`src/max_heap_priority_queue_assert.svh`:
```
// Assertion macros for the max-heap priority queue.
// No dependencies; expects clk_i and rst_ni in the including scope.
`ifndef MAX_HEAP_PRIORITY_QUEUE_ASSERT_SVH
`define MAX_HEAP_PRIORITY_QUEUE_ASSERT_SVH
`ifndef ASSERT_OFF
`define MHPQ_ASSERT(name, prop, msg) \
  name: assert property (@(posedge clk_i) disable iff (!rst_ni) prop) else $error(msg);
`define MHPQ_ASSERT_ALWAYS(name, prop, msg) \
  name: assert property (@(posedge clk_i) prop) else $error(msg);
`else
`define MHPQ_ASSERT(name, prop, msg)
`define MHPQ_ASSERT_ALWAYS(name, prop, msg)
`endif
`endif

```
`src/mhpq_pkg.sv`:
```
// Shared constants, codes and types for the max-heap priority queue.
// No dependencies.
package mhpq_pkg;

  localparam int unsigned CAPACITY = 1024;
  localparam int unsigned ADDR_W   = $clog2(CAPACITY);
  localparam int unsigned CNT_W    = ADDR_W + 1;
  localparam int unsigned DATA_W   = 32;

  localparam logic signed [DATA_W-1:0] INT_MIN = {1'b1, {(DATA_W-1){1'b0}}};

  localparam logic [1:0] KIND_INSERT = 2'd0;
  localparam logic [1:0] KIND_REMOVE = 2'd1;
  localparam logic [1:0] KIND_PEEK   = 2'd2;

  localparam logic [1:0] STAT_OK    = 2'd0;
  localparam logic [1:0] STAT_EMPTY = 2'd1;
  localparam logic [1:0] STAT_FULL  = 2'd2;

  typedef struct packed {
    logic                     we;
    logic [ADDR_W-1:0]        waddr;
    logic signed [DATA_W-1:0] wdata;
    logic [ADDR_W-1:0]        raddr_a;
    logic [ADDR_W-1:0]        raddr_b;
  } ram_req_t;

endpackage

```
`src/mhpq_ctrl.sv`:
```
// Sequencer for the heap: sift-up on insert, sift-down on remove, result register.
// Depends on mhpq_pkg; drives the heap RAM through ram_req_t.
module mhpq_ctrl
  import mhpq_pkg::*;
(
  input  logic                     clk_i,
  input  logic                     rst_ni,
  input  logic                     start_i,
  input  logic [1:0]               kind_i,
  input  logic signed [DATA_W-1:0] element_i,
  output logic                     busy_o,
  output logic                     done_o,
  output logic signed [DATA_W-1:0] value_o,
  output logic [CNT_W-1:0]         count_o,
  output logic                     empty_res_o,
  output logic [1:0]               status_o,
  output ram_req_t                 ram_req_o,
  input  logic signed [DATA_W-1:0] rdata_a_i,
  input  logic signed [DATA_W-1:0] rdata_b_i
);

  localparam logic [2:0] ST_IDLE    = 3'd0;
  localparam logic [2:0] ST_UP_RD   = 3'd1;
  localparam logic [2:0] ST_UP_CMP  = 3'd2;
  localparam logic [2:0] ST_DN_LAST = 3'd3;
  localparam logic [2:0] ST_DN_RD   = 3'd4;
  localparam logic [2:0] ST_DN_CMP  = 3'd5;

  logic [2:0]               state_q, state_d;
  logic [ADDR_W-1:0]        pos_q, pos_d;
  logic signed [DATA_W-1:0] cur_q, cur_d;
  logic signed [DATA_W-1:0] root_q, root_d;
  logic [CNT_W-1:0]         cnt_q, cnt_d;
  logic                     right_ok_q, right_ok_d;
  logic                     done_q, done_d;
  logic signed [DATA_W-1:0] res_value_q, res_value_d;
  logic [1:0]               res_status_q, res_status_d;

  logic [ADDR_W-1:0]        parent;
  logic [CNT_W-1:0]         left, right;
  logic                     pick_right;
  logic signed [DATA_W-1:0] best;
  logic [ADDR_W-1:0]        best_idx;
  logic [CNT_W-1:0]         last;

  assign parent     = (pos_q - ADDR_W'(1)) >> 1;
  assign left       = {pos_q, 1'b1};
  assign right      = left + CNT_W'(1);
  assign pick_right = right_ok_q && (rdata_b_i > rdata_a_i);
  assign best       = pick_right ? rdata_b_i : rdata_a_i;
  assign best_idx   = pick_right ? right[ADDR_W-1:0] : left[ADDR_W-1:0];
  assign last       = cnt_q - CNT_W'(1);

  always_comb begin
    state_d      = state_q;
    pos_d        = pos_q;
    cur_d        = cur_q;
    root_d       = root_q;
    cnt_d        = cnt_q;
    right_ok_d   = right_ok_q;
    done_d       = 1'b0;
    res_value_d  = res_value_q;
    res_status_d = res_status_q;
    ram_req_o    = '0;

    unique case (state_q)
      ST_IDLE: begin
        if (start_i) begin
          res_status_d = STAT_OK;
          case (kind_i)
            KIND_INSERT: begin
              if (cnt_q == CNT_W'(CAPACITY)) begin
                res_value_d  = root_q;
                res_status_d = STAT_FULL;
                done_d       = 1'b1;
              end else begin
                res_value_d = (cnt_q == '0 || element_i > root_q) ? element_i : root_q;
                cnt_d       = cnt_q + CNT_W'(1);
                pos_d       = cnt_q[ADDR_W-1:0];
                cur_d       = element_i;
                state_d     = ST_UP_RD;
              end
            end
            KIND_REMOVE: begin
              if (cnt_q == '0) begin
                res_value_d  = INT_MIN;
                res_status_d = STAT_EMPTY;
                done_d       = 1'b1;
              end else begin
                res_value_d = root_q;
                cnt_d       = last;
                // last element fetched now, moved to the root after
                ram_req_o.raddr_a = last[ADDR_W-1:0];
                if (last == '0) begin
                  done_d = 1'b1;
                end else begin
                  state_d = ST_DN_LAST;
                end
              end
            end
            default: begin
              if (cnt_q == '0) begin
                res_value_d  = INT_MIN;
                res_status_d = STAT_EMPTY;
              end else begin
                res_value_d = root_q;
              end
              done_d = 1'b1;
            end
          endcase
        end
      end

      ST_UP_RD: begin
        if (pos_q == '0) begin
          ram_req_o.we    = 1'b1;
          ram_req_o.waddr = pos_q;
          ram_req_o.wdata = cur_q;
          state_d         = ST_IDLE;
          done_d          = 1'b1;
        end else begin
          ram_req_o.raddr_a = parent;
          state_d           = ST_UP_CMP;
        end
      end

      ST_UP_CMP: begin
        ram_req_o.we    = 1'b1;
        ram_req_o.waddr = pos_q;
        if (cur_q > rdata_a_i) begin
          // parent moves down, keep climbing
          ram_req_o.wdata = rdata_a_i;
          pos_d           = parent;
          state_d         = ST_UP_RD;
        end else begin
          ram_req_o.wdata = cur_q;
          state_d         = ST_IDLE;
          done_d          = 1'b1;
        end
      end

      ST_DN_LAST: begin
        cur_d   = rdata_a_i;
        pos_d   = '0;
        state_d = ST_DN_RD;
      end

      ST_DN_RD: begin
        if (left >= cnt_q) begin
          ram_req_o.we    = 1'b1;
          ram_req_o.waddr = pos_q;
          ram_req_o.wdata = cur_q;
          state_d         = ST_IDLE;
          done_d          = 1'b1;
        end else begin
          ram_req_o.raddr_a = left[ADDR_W-1:0];
          ram_req_o.raddr_b = right[ADDR_W-1:0];
          right_ok_d        = right < cnt_q;
          state_d           = ST_DN_CMP;
        end
      end

      ST_DN_CMP: begin
        ram_req_o.we    = 1'b1;
        ram_req_o.waddr = pos_q;
        if (best > cur_q) begin
          ram_req_o.wdata = best;
          pos_d           = best_idx;
          state_d         = ST_DN_RD;
        end else begin
          ram_req_o.wdata = cur_q;
          state_d         = ST_IDLE;
          done_d          = 1'b1;
        end
      end

      default: begin
        state_d = ST_IDLE;
      end
    endcase

    // root copy follows every write to the top slot
    if (ram_req_o.we && ram_req_o.waddr == '0) begin
      root_d = ram_req_o.wdata;
    end
  end

  always_ff @(posedge clk_i or negedge rst_ni) begin
    if (!rst_ni) begin
      state_q <= ST_IDLE;
      cnt_q   <= '0;
      done_q  <= 1'b0;
    end else begin
      state_q <= state_d;
      cnt_q   <= cnt_d;
      done_q  <= done_d;
    end
  end

  always_ff @(posedge clk_i) begin
    pos_q        <= pos_d;
    cur_q        <= cur_d;
    root_q       <= root_d;
    right_ok_q   <= right_ok_d;
    res_value_q  <= res_value_d;
    res_status_q <= res_status_d;
  end

  assign busy_o      = state_q != ST_IDLE;
  assign done_o      = done_q;
  assign value_o     = res_value_q;
  assign count_o     = cnt_q;
  assign empty_res_o = cnt_q == '0;
  assign status_o    = res_status_q;

endmodule
```
`config.mk`:
```
export PLATFORM = sky130hd
export DESIGN_NAME = mhpq_ctrl
export DESIGN_NICKNAME = d
export VERILOG_FILES = /design/src/max_heap_priority_queue_assert.svh /design/src/mhpq_pkg.sv /design/src/mhpq_ctrl.sv
export SDC_FILE = /design/constraint.sdc
export NUM_CORES = 1
export LEC_CHECK = 0
export ABC_AREA = 1
export ABC_CLOCK_PERIOD_IN_PS = 9400
export BUFFER_PORTS_ARGS = -buffer_cell sky130_fd_sc_hd__buf_2
export CORE_MARGIN = 1
export CORE_UTILIZATION = 50
export DETAILED_ROUTE_END_ITERATION = 10
export GPL_ROUTABILITY_DRIVEN = 0
export PLACE_DENSITY = 0.77
export SLEW_MARGIN = 20
export SYNTH_ARGS = -nofsm -noshare
export SYNTH_HDL_FRONTEND = slang
export SYNTH_SLANG_ARGS = --single-unit
```
`constraint.sdc`:
```
create_clock -name clk_i -period 9.4 [get_ports clk_i]
set_input_delay 1.41 -clock clk_i [delete_from_list [all_inputs] [get_ports clk_i]]
set_output_delay 1.41 -clock clk_i [all_outputs]
set_load 0.02 [all_outputs]
```
[Word-level counts from Yosys, hierarchy flattened]
Cells that the tools add are included.
Word-level totals
  input port bits: 101
  bits in registers: 124
  word-level logic and storage cells: 111
  output and inout bits: 111
Cells by class
  multiplexer cells: 54
  eq/ne operators: 18
  reductions and logical operators: 19
  order comparisons: 6
  $add $sub $neg: 4
  bitwise operators: 1
Operators by type and width (count)
  $mux 32: 10
  $pmux 43 s4: 1
  $gt 32x32->1: 4
  $mux 10: 10
  $mux 43: 2
  $pmux 32 s2: 1
  $pmux 10 s4: 1
  $pmux 10 s3: 1
  $add 11x1->11 const B: 2
  $logic_not 11->1: 2
  $mux 11: 2
  $pmux 11 s2: 1
  $logic_not 10->1: 2
  $mux 20: 1
  $mux 3: 6
  $pmux 3 s6: 1
  $ne 2x2->1 const B: 6
  $eq 11x11->1 const B: 1
  $ge 11x11->1: 1
  $lt 11x11->1: 1
  $sub 11x1->11 const B: 1
  $mux 1: 10
  $reduce_and 5->1: 2
  $sub 10x1->10 const B: 1
  other kinds (23): 32

[Longest topological paths before layout]
Gate-level depths: netlist (run 1).
  word-level depth: 8
  gate-level depth with buffers: 39
  depth with buffers taken out: 37

[Worst setup path before layout (run 1)]
Ideal clock, no wire load.
  path kind: input-to-output
  start point: input rdata_a_i[31]
  end point: output ram_req_o[20] (netlist bit)
  slack: 3527 ps
  path buffers: 2
  arrival: 4463 ps
  required time: 7990 ps
  cell stages on the path: 26
  cells stage by stage: inv_1 > ha_1 > a21oi_1 > o21a_1 > nand2_1 > a21oi_2 > nand2_1 > nand2_2 > clkbuf_1 > nand4_1 > nand2_1 > ha_1 > a21oi_1 > nor2_1 > nor3_1 > nand2_1 > a21oi_1 > nand2_1 > nand2_1 > nand2_1 > nand2_1 > nand2_1 > nand3_4 > buf_6 > nand2_1 > nand2_1
RTL lines
  start, declared: RTL line mhpq_ctrl.sv:18  | input logic signed [DATA_W-1:0] rdata_a_i,
  end, declared: RTL line mhpq_ctrl.sv:17  | output ram_req_t ram_req_o,

==> results of run 1 <==
==> flip-flops by register name, indices dropped and copies added (netlist names) <==
register	flops
cur_q	32
root_q	32
value_o	32
count_o	11
pos_q	10
state_q	3
status_o	2
done_o	1
right_ok_q	1
==> worst min-delay path, stage by stage (launching register included) <==
cell      delay [ns]
edfxtp_1        0.34
nand3_1         0.07
nand2_1         0.06
==> metrics by stage <==
| stage | utilization (%) | hold slack [ns] |
|---|---|---|
| after floorplan | - | 0.547 |
| after global placement | 56.6 | 0.560 |
| after detailed placement | 56.6 | 0.564 |
| after CTS | 59.3 | 0.578 |
| after global routing | 59.4 | 0.617 |
| final | 59.5 | 0.572 |
==> placed cells by master, fill, tap and decap left out, types with 10 or more instances in the layout <==
cell,count
nor2_1,138
nand4_1,49
buf_2,210
a21oi_1,102
xor2_1,24
nand2_1,437
nand3_1,143
dfrtp_1,15
o21ai_0,58
clkbuf_16,17
inv_1,213
nor3_1,13
ha_1,153
edfxtp_1,109
o21a_1,10
==> kinds of logic after synthesis <==
group	count (synthesis)	synth area share, %
and+or+nand+nor	813	30.6
AOI/OAI and AO/OA	209	9.98
buffers and inverters	279	9.68
DFF	124	31.4
other	1	0.0323
adders and majority gates	153	16.5
xor gates and xnor gates	25	1.88
==> layer usage <==
layer	GRT usage, %	share of wire [%]	vias to the layer above
li1	-	-	5729
met4	17.0	5.2	4
met3	5.97	8.8	141
met5	0	0.066	-
met2	48.9	45	651
met1	39.3	41	5487
==> area by class of cell <==
type / count / area, um^2
tap: 285 / 357
clock buffer: 17 / 425
timing repair buffer: 219 / 1140
clock inverter: 15 / 188
sequential: 124 / 3650
fill: 2138 / 9210
inverter: 221 / 831
antenna: 7 / 17.5
multi-input combinational: 1201 / 6900
==> worst paths after layout <==
kind,depth (start not counted),slack [ns],end
worst max-delay path,28,1.33,ram_req_o[26]
worst min-delay path,2,0.57,value_o[28]
min in group asynchronous,1,0.89,count_o[1]
worst max register to register,18,5.35,root_q[6]
worst min register to register,2,0.57,value_o[28]
max in group asynchronous,1,8.23,done_o
==> power by group <==
| part | switching [mW] | internal [mW] |
|---|---|---|
| clock | 0.284 | 0.422 |
| sequential | 0.168 | 0.852 |
| combinational | 1.40 | 0.641 |
| total | 1.86 | 1.92 |
==> summary.txt, run 1 <==
Cells and area
  – Final instance area: approximately 0.014 mm^2
  – Nets: around 2000
  – Fin cells: between 2000 and 2500
  – Share of cells above drive strength 1: between 10% and 20%
  – P&R area growth vs syn: 16.2%

Detailed routing
  – DR iter-0 viols: between 1000 and 1500
  – WL/cell: 17.5 um
  – Post-route ant nets: 0
  – Post-Route WL: around 36000 um
  – Via count: between 10000 and 15000
  – Number of remaining DRC errors: 0
  – Vias per cell: 5.75
  – Pre-antenna DRT Iters: 5

Placement
  – Setup WS pre-CTS: around 1.4 ns
  – Cells after DPL: 2049
  – Placed cell areas: around 0.013 mm^2
  – DP HPWL: ~28000 um
  – IO Port Bufs: 210

Setup path
  – Critical path type: input pin to output pin
  – Crit-path leading delay family: simple AND/OR/NAND/NOR gates
  – Reg2reg start: right_ok_q
  – Crit path buf inv count: 5
  – Critical path startpoint: rdata_a_i[31]
  – Worst setup SP type: input pin
  – Worst-path fanout max: 43
  – CP Data Required Time: ~8.0 ns
  – Critical Path AT: 6.66 ns
  – Most frequent CP cell: nand2_1
  – Nature of the critical path endpoint: output pin
  – Critical Path Max Stage Delay: between 0.7 and 0.8 ns
  – Slowest cell on the critical path: nor2_2

Timing
  – Clock Skew: 0.00950 ns
  – Final Cycle Share: between 80% and 90%
  – Final hold violations: 0
  – Final setup violation count: 0
  – Final worst slack: roughly 1.3 ns
  – Tmin final: 8.07 ns
  – Pins over their slew limit: 0
  – Setup TNS: 0 ns
  – RSZ-0062 raised after global routing: no
  – Max_slew headroom: ~28%
  – Worst-Margin Slew: between 1 and 1.5 ns
  – FMAX: between 0.1 and 0.15 GHz

GRT
  – Largest net degree at the start of global routing: 66
  – First-pass GRT wire length: 57200 um
  – Vias in the first global route: roughly 11000
  – GRT Util Overall: 30.8%
  – Congestion Overflow GR: 0
  – Initial antenna violation count: 9

Floorplanning
  – Initial Utilization: around half
  – Core ar.: 0.0227 mm^2
  – Die area: between 0.02 and 0.025 mm^2
  – I/O pins: about 210
  – Cell row count: 55
  – Die X: approximately 150 um
  – Die H: 154 um

Synthesis
  – Synthesized instance count: between 1500 and 2000
  – Post-synth EDFFs: 109
  – Share of flip-flops with an asynchronous set or reset: 12.1%
  – Biggest area consumer among synthesized cells: edfxtp_1
  – Synth top area share: approximately 28%
  – Post-Syn Area: 0.0116 mm^2
  – Synth unique cells: 48
  – Top_reg_cell synth: edfxtp_1
  – Most common library cells after synthesis: nand2_1, inv_1, ha_1, nand3_1, nor2_1
  – Synth Register Bits: between 100 and 150
  – Synthesis Warnings: 0
  – Area contributors post-synth: edfxtp_1, ha_1, nand2_1
  – Mapped Nets: around 1900
  – Top-count cell post-synth: nand2_1
  – Seq/Total Area, Yosys: roughly a third
  – Syn_area_per_cell: 7.25 um^2

Clocking
  – Worst-skew pair later-pin latency: roughly 0.43 ns
  – TritonCTS clock tree: yes
  – PostCTS Resize Cnt: 0
  – Clk sink count: roughly 120
  – CTS HTree Levels: 4
  – Postcts setup bufs: 0
  – CTS clk-pin slew, worst paths: 0.07 ns
  – CTS root buf: clkbuf_16
  – Maximum root-to-sink buffer count: 2
  – CTS buffer count: 17
  – Hold-fix buffers, CTS: 0

Run status
  – Status: complete, no violations

Power and ir drop
  – Leak: roughly 7.2 nW
  – Worst vdd rail ir drop: 223 uV
  – Power Density: around 280 mW/mm^2
  – Total power: 3.77 mW

Hold path
  – Hold_sp: root_q[28]
  – Worst hold path class: flop to flop

Flow run
  – Maximum Capacitance Violations: 0
No activity file was read; power rests on OpenSTA's default activity.
==> run 2: changes to the inputs <==
ABC_CLOCK_PERIOD_IN_PS = 6850   (was 9400)
BUFFER_PORTS_ARGS = -buffer_cell sky130_fd_sc_hd__buf_4   (was -buffer_cell sky130_fd_sc_hd__buf_2)
CORE_UTILIZATION = 30   (was 50)
PLACE_DENSITY = 0.54   (was 0.77)
clock period = 6.85 ns   (was 9.4 ns; I/O delays follow)
==> run 2 against run 1 <==
- critical path depth unchanged
- largest power group unchanged
- clock skew increased by 0.0026 ns
- routed wire length increased by 13%
- die area increased by 66%
- critical path type unchanged
- cell count increased by 11%
- worst setup slack got worse by 0.91 ns
- first-iteration DRC count decreased by 20%
==> summary.txt, run 2 (same netlist as run 1, synthesis figures left out) <==
Detailed routing
  – Pre-antenna DRT Iters: 5
  – Vias per cell: between 4 and 5
  – DR iter-0 viols: approximately 840
  – Post-route ant nets: 0
  – Via count: 11500
  – Post-Route WL: a little over 40000 um
  – WL/cell: between 15 and 20 um
  – Number of remaining DRC errors: 0

Power and ir drop
  – Seq pwr share: about a quarter
  – Leak: between 7 and 8 nW
  – Clk pwr share: between 10% and 20%
  – Power Density: 369 mW/mm^2
  – Comb pwr share: ~57%
  – Total power: ~5.3 mW
  – Sw Share: about 50%
  – Int Power: 2.66 mW
  – Worst vdd rail ir drop: about 220 uV
  – Psw: about 2.6 mW

Placement
  – DP HPWL: roughly 32000 um
  – Placed cell areas: between 0.01 and 0.015 mm^2
  – IO Port Bufs: 210
  – Setup WS pre-CTS: about 0.15 ns

Clocking
  – Postcts setup bufs: 0
  – Worst-skew pair later-pin latency: ~0.45 ns
  – CTS HTree Levels: 4
  – TritonCTS clock tree: yes
  – CTS clk-pin slew, worst paths: roughly 0.060 ns
  – Maximum root-to-sink buffer count: 2
  – Clk sink count: around 120
  – CTS buffer count: 17
  – Hold-fix buffers, CTS: 0
  – CTS root buf: clkbuf_16

Timing
  – Pins over their slew limit: 0
  – Setup TNS: 0 ns
  – Worst-Margin Slew: between 0.8 and 0.9 ns
  – RSZ-0062 raised after global routing: no
  – Final Cycle Share: between 90% and 100%
  – FMAX: 0.155 GHz
  – Final hold violations: 0
  – Final worst slack: ~0.42 ns
  – Max_slew headroom: between 40% and 50%
  – Final setup violation count: 0
  – Tmin final: ~6.4 ns
  – Clock Skew: 0.0121 ns

Setup path
  – CP Data Required Time: 5.82 ns
  – Nature of the critical path endpoint: output pin
  – Flop-to-flop setup slack: 3.05 ns
  – Worst setup SP type: input pin
  – Worst-path fanout max: 17
  – Critical Path AT: 5.40 ns
  – Critical path type: input pin to output pin

Cells and area
  – Most common cell after layout, fill and taps aside: nand2_1
  – Nets: 2049
  – Fillers: approximately 4000
  – P&R area growth vs syn: 23.3%
  – Commonest cells after routing, fill and taps aside: nand2_1, buf_4, inv_1
  – Multi-input logic area: around 0.007 mm^2
  – Final instance area: roughly 0.014 mm^2
  – Share of cells above drive strength 1: between 15 and 20%
  – Register area: between 0.003 and 0.004 mm^2

Floorplanning
  – Initial Utilization: ~31%
  – Die H: around 200 um
  – Die X: between 150 and 200 um
  – I/O pins: roughly 210
  – Core ar.: around 0.038 mm^2
  – Die area: just under 0.04 mm^2
  – Cell row count: 71

GRT
  – Congestion Overflow GR: 0
  – Largest net degree at the start of global routing: between 60 and 70
  – GRT Util Overall: 20.7%
  – Vias in the first global route: between 10000 and 15000
  – First-pass GRT wire length: between 60000 and 70000 um
  – Initial antenna violation count: 3

Flow run
  – Maximum Capacitance Violations: 0

Hold path
  – Worst hold path class: input pin to asynchronous set/reset pin

Run status
  – Status: complete, no violations
==> run 2: final timing paths <==
kind | cells past startpoint | startpoint | end
max in group asynchronous | 1 | rst_ni | count_o[6]
worst max register to register | 18 | right_ok_q | pos_q[9]
worst min-delay path | 1 | rst_ni | count_o[1]
worst max-delay path | 28 | rdata_a_i[27] | ram_req_o[51]
min in group clk_i | 2 | root_q[20] | value_o[20]
worst min register to register | 2 | root_q[20] | value_o[20]
==> run 2: stage by stage <==
| stage | std cells | util, % | hold WS [ns] |
|---|---|---|---|
| CTS | 2316 | 37.6 | 0.424 |
| detailed placement | 2284 | 36.2 | 0.566 |
| finish | 2322 | 37.8 | 0.427 |
| global placement | 2284 | 36.2 | 0.571 |
| global route | 2321 | 37.8 | 0.440 |
| floorplan | 1604 | - | 0.547 |
==> run 2: repair_timing <==
item,in CTS,in global routing
resized for setup,0,4
hold endpoints to repair,0,0
setup endpoints to repair,0,32
==> run 2: power by group through the flow <==
stage,clock network [mW],logic (mW),registers [mW]
floorplan,0,1.86,1.43
global placement,0,2.95,1.41
detailed placement,0,2.99,1.41
CTS,0.889,3.00,1.40
global route,0.913,3.34,1.43
finish,0.868,3.02,1.40
==> run 2: cell type report <==
class / count / share of cell area, %
multi-input combinational: 1203 / 48.4
sequential: 124 / 25.5
timing repair buffer: 228 / 12.1
inverter: 221 / 5.79
tap: 511 / 4.46
clock buffer: 17 / 2.97
clock inverter: 15 / 0.812
antenna: 3 / 0.0524
==> run 2: worst max-delay path: stages <==
cell     delay (ns)
buf_4          0.12
inv_1          0.13
ha_1           0.27
a21oi_1        0.15
o21ai_0        0.15
nand2_1        0.09
nand2_1        0.09
a21oi_2        0.15
nand2_1        0.11
nand2_4        0.20
nand3_4        0.28
nand2_1        0.13
nand2_1        0.09
ha_1           0.38
nand2_1        0.10
nor2_1         0.14
nand2_1        0.13
nor3_2         0.24
nand2_1        0.12
nand2_1        0.07
nand2_1        0.04
nand2_1        0.06
nand2_1        0.09
nand2_1        0.27
nand3_4        0.30
nand2_1        0.13
nand2_1        0.14
buf_4          0.20
==> run 2: per-layer routing <==
| metal | routed length [um] | vias to the layer above | part of all wire, % | global-route usage [%] |
|---|---|---|---|---|
| li1 | - | 5737 | - | - |
| met1 | 18500 | 5314 | 45 | 26.8 |
| met2 | 19100 | 355 | 46 | 33.8 |
| met3 | 2190 | 70 | 5.3 | 3.59 |
| met4 | 1330 | 0 | 3.2 | 8.40 |
| met5 | 0 | - | 0 | 0 |
